--- config.mk ---
export PLATFORM = sky130hd
export DESIGN_NAME = twg_cell
export DESIGN_NICKNAME = d
export VERILOG_FILES = /design/src/hdl/twg_pkg.sv /design/src/hdl/twg_cell.sv
export SDC_FILE = /design/constraint.sdc
export NUM_CORES = 1
export LEC_CHECK = 0
export ABC_AREA = 1
export BUFFER_PORTS_ARGS = -buffer_cell sky130_fd_sc_hd__buf_2
export CORE_UTILIZATION = 33
export DETAILED_ROUTE_END_ITERATION = 10
export GPL_TIMING_DRIVEN = 0
export PLACE_DENSITY = 0.58
export SETUP_SLACK_MARGIN = 0.02
export SLEW_MARGIN = 10
export SYNTH_ARGS = -nofsm -noshare
export SYNTH_HDL_FRONTEND = slang
export SYNTH_SLANG_ARGS = --single-unit
export TNS_END_PERCENT = 1
--- constraint.sdc ---
create_clock -name i_clk -period 2.4 [get_ports i_clk]
set_input_delay 0.24 -clock i_clk [delete_from_list [all_inputs] [get_ports i_clk]]
set_output_delay 0.24 -clock i_clk [all_outputs]
set_load 0.03 [all_outputs]
--- src/hdl/twg_pkg.sv ---
// ----------------------------------------------------------------------------
// Trapezoid generator package
// Widths, constants and register indexes shared by the generator files.
// ----------------------------------------------------------------------------
package twg_pkg;

    localparam int FRAC_BITS  = 14;
    localparam int QBITS      = FRAC_BITS + 1;   // quotient bits of the scaler
    localparam int TIME_W     = 32;
    localparam int PCT_W      = 14;
    localparam int AMP_W      = 16;
    localparam int SAMPLE_W   = 16;
    localparam int ABS_W      = AMP_W + 1;
    localparam int RISE_W     = 46;              // holds 10000 * (2^32 - 1)
    localparam int N20_W      = 47;              // holds 20000 * (2^32 - 1)
    localparam int X_W        = RISE_W + QBITS;
    localparam int CELL_W     = RISE_W;
    localparam int DVD_W      = 32;
    localparam int MOD_STAGES = TIME_W;
    localparam int CFG_ADDR_W = 2;
    localparam int CFG_DATA_W = 32;

    localparam logic [PCT_W-1:0] PCT_FULL = PCT_W'(10000);
    localparam logic [N20_W-1:0] SCALE20  = N20_W'(20000);

    typedef enum logic [CFG_ADDR_W-1:0] {
        CFG_PERIOD  = 2'd0,
        CFG_PERCENT = 2'd1,
        CFG_AMP     = 2'd2,
        CFG_AC_MODE = 2'd3
    } t_cfg_idx;

endpackage

--- src/hdl/twg_cell.sv ---
// ----------------------------------------------------------------------------
// Trapezoid generator division cell
// One restoring step: shifts the next dividend bit into the remainder,
// subtracts the divisor when it fits and shifts the quotient bit in.
// ----------------------------------------------------------------------------
module twg_cell (
    input  logic                             i_clk,
    input  logic                             i_ce,
    input  logic [twg_pkg::CELL_W-1:0]       i_div,
    input  logic [twg_pkg::CELL_W-1:0]       i_rem,
    input  logic [twg_pkg::DVD_W-1:0]        i_dvd,
    output logic [twg_pkg::CELL_W-1:0]       o_rem,
    output logic [twg_pkg::DVD_W-1:0]        o_dvd
);

    logic [twg_pkg::CELL_W:0]   w_trial;
    logic [twg_pkg::CELL_W:0]   w_diff;
    logic                       w_ge;
    logic [twg_pkg::CELL_W-1:0] r_rem;
    logic [twg_pkg::DVD_W-1:0]  r_dvd;

    assign w_trial = {i_rem, i_dvd[twg_pkg::DVD_W-1]};
    assign w_diff  = w_trial - {1'b0, i_div};
    assign w_ge    = (w_trial >= {1'b0, i_div});

    always_ff @(posedge i_clk) begin
        if (i_ce) begin
            r_rem <= w_ge ? w_diff[twg_pkg::CELL_W-1:0] : w_trial[twg_pkg::CELL_W-1:0];
            r_dvd <= {i_dvd[twg_pkg::DVD_W-2:0], w_ge};
        end
    end

    assign o_rem = r_rem;
    assign o_dvd = r_dvd;

endmodule

==> impl_metrics.ini <==
[logic_synthesis]
synth-compound-area-share_pct = 3.81
dominantRegCellSynth = edfxtp_1
yosys-top-cells-area = edfxtp_1 32%, nand2_1 22%, inv_1 13%, ha_1 8.0%, nand3_1 5.7%
yosys_warnings = 0
synth_top_area_cell = edfxtp_1
synth_area_um2 = 7230
synth_seq_cells = 78
syn-num-nets = 1288
synth-adder-area-share_pct = 8.24
synth-edff-count = 78
yosys-top-cells-count = 420 x nand2_1, 259 x inv_1, 83 x nand3_1
postSynth.asyncResetShare_pct = 0
synth_top_family_by_area = simple AND/OR/NAND/NOR gates
synth_mux_area_share_pct = 0
synth-xor-area-share_pct = 3.03
ys_types = 32
syn_inst = 1115
synth_simple_gate_area_share_pct = 37.3
synth_most_common_cell = nand2_1
yosysTopAreaCellShare_pct = 32.4
ys_seq_area_share_pct = 32.4
avgSynthCellArea_um2 = 6.48

[timing]
min_period_ns = 2.31
report.final.setup_viol = 0
rsz0062_at_grt = yes
slew_violations = 0
fin_ws_ns = 0.0863
fmax_ghz = 0.432
finalHoldViolations = 0
relSlewSlack_pct = 63.9
worst_pin_slew_ns = 0.541
fin_hold_ws_ns = 0.0576
finalCritPeriodShare_pct = 96.4

[clocking]
cts.sinks = 78
htreeDepth = 3
cts_root_buf = clkbuf_16
cts_made_buffers = 9
clk_pin_slew_ns = 0.07
cts_buffer_depth = 2
cts_tree = yes
hold_buffers = 0

[layout]
antenna_cells = 0
drive_gt1_share_pct = 20.4
synthToLayoutAreaGrowth_pct = 23.6
fillers = 2387
final_cells = 1610
num-nets-final = 1503
stdcell_area_um2 = 8940

[placed_design]
pre_cts_slack_ns = -0.366
place_congestion = 0.873
placed_cells = 1594
placed_area_um2 = 8620
io_buffers = 203
hpwlAfterDp_um = 19600

[die]
dieArea_um2 = 22500
core_area_um2 = 21200
die_h_um = 150
die_w_um = 150
initial_core_util_pct = 34.1
io_pins = 204
rows = 53

[critical_path]
path_class = in -> reg
path_buf_inv = 3
crit_required_ns = 2.52
path_max_fanout = 5
crit_top_cell = nand2_1
cp_cell_sequence = buf_2, inv_1, ha_1, inv_1, fa_1, nand3_1, nand3_2, nand2_1, nand2_1, nand2_1, nand3_1, nand2_1, nand3_1, nand3_1, nand2_1
cp-start-kind = primary input
max_stage_delay_ns = 0.46
cp_data_arrival_time_ns = 2.43
setup.worst_path.end_class = flip-flop
cp_slowest_cell = fa_1
critical-path-top-delay-family = simple AND/OR/NAND/NOR gates

[routing]
antenna_left = 0
drc = 0
first_pass_iters = 4
drt-initial-drc-count = 327
drt-total-wl_um = 23200
avgViaCountPerCell = 4.44
avgRoutedWirePerCell_um = 14.4
via_count = 7155

[global_route]
track_usage_pct = 20.9
grt_pass1_wl_um = 35400
grt_max_degree = 55
grt_pass1_vias = 6780
antenna_found_initial = 0
overflow = 0

[run_status]
status = complete, no violations

[pwr]
vdd_drop_max_mv = 0.325
power.leakage_nw = 5.08
power.density_nw_per_um2 = 570

[run]
cap_violations = 0

[worst_hold_path]
hold_path_class = in -> reg
[per-layer routing]
| layer | track usage [%] | up-vias | routed length [um] | part of all wire [%] |
|---|---|---|---|---|
| met5 | 0 | - | 0 | 0 |
| li1 | - | 3824 | - | - |
| met1 | 28.9 | 3115 | 11500 | 50 |
| met4 | 4.70 | 0 | 261 | 1.1 |
| met3 | 3.23 | 16 | 1250 | 5.4 |
| met2 | 34.1 | 200 | 10200 | 44 |
[area by class of cell]
cell class | count | area (um2) | area share (%)
multi-input cells | 760 | 3800 | 42.5
flip-flops and latches | 78 | 2340 | 26.2
repair buffers | 204 | 1050 | 11.7
inverters | 264 | 991 | 11.1
well taps | 275 | 344 | 3.85
clock buffers | 9 | 225 | 2.52
plain buffers | 13 | 108 | 1.20
clock inverters | 7 | 80.1 | 0.896
[final timing paths]
path	startpoint	to	slack [ns]	cells past startpoint
max	i_dvd[31]	o_rem[40]	0.09	15
min	i_dvd[12]	o_dvd[13]	0.06	1
[sequential cells by signal, indices dropped and copies added, names as in the netlist]
register  count
o_dvd        32
o_rem        46
[cells by family after synthesis]
| kind of cell | after synthesis |
|---|---|
| AOI/OAI and AO/OA | 51 |
| adders and majority gates | 47 |
| buffers and inverters | 277 |
| xor gates and xnor gates | 25 |
| and+or+nand+nor | 637 |
| DFF | 78 |
[placed cells by master (no fill, tap or decap), types with 2 or more instances in the layout]
cell type / netlist / final
buf_2: 2 / 204
nand2_2: 9 / 10
a21oi_2: 2 / 2
o21a_1: 2 / 2
nand4_1: 9 / 9
a21oi_1: 26 / 26
xor2_1: 25 / 25
nand2_1: 420 / 419
buf_4: 6 / 7
nand3_1: 83 / 82
o21ai_1: 17 / 17
nor2_2: 6 / 7
inv_1: 259 / 259
nor4_1: 2 / 2
inv_2: 5 / 5
inv_6: 0 / 3
nor2_4: 2 / 2
nand3b_1: 5 / 5
nand3_2: 11 / 12
and2_1: 3 / 3
o21bai_1: 2 / 2
clkbuf_16: 0 / 9
edfxtp_1: 78 / 78
ha_1: 46 / 46
nor3_1: 4 / 4
nor2_1: 81 / 80
buf_6: 3 / 3
[per-stage QoR]
stage | util [%] | TNS [ns] | total power [W]
floorplan | - | 0 | 0.00305
global placement | 40.5 | -5.94 | 0.00363
detailed placement | 40.6 | -5.12 | 0.00364
CTS | 42.1 | 0 | 0.00514
global route | 42.1 | 0 | 0.00540
finish | 42.1 | 0 | 0.00510
[power breakdown]
group          switching, W  total [W]  internal (W)  leakage, nW
logic               0.00127    0.00186      0.000591         4.17
registers         0.0000352    0.00175       0.00171        0.762
clock network      0.000662    0.00149      0.000824        0.149
total               0.00197    0.00510       0.00313         5.08
[what timing repair did]
| item | CTS | global route |
|---|---|---|
| setup buffers | 0 | 0 |
| endpoints found under the setup margin | 0 | 10 |
| hold endpoints to repair | 0 | 0 |
| gates resized for setup | 0 | 3 |
(Power assumes the default switching activity.)
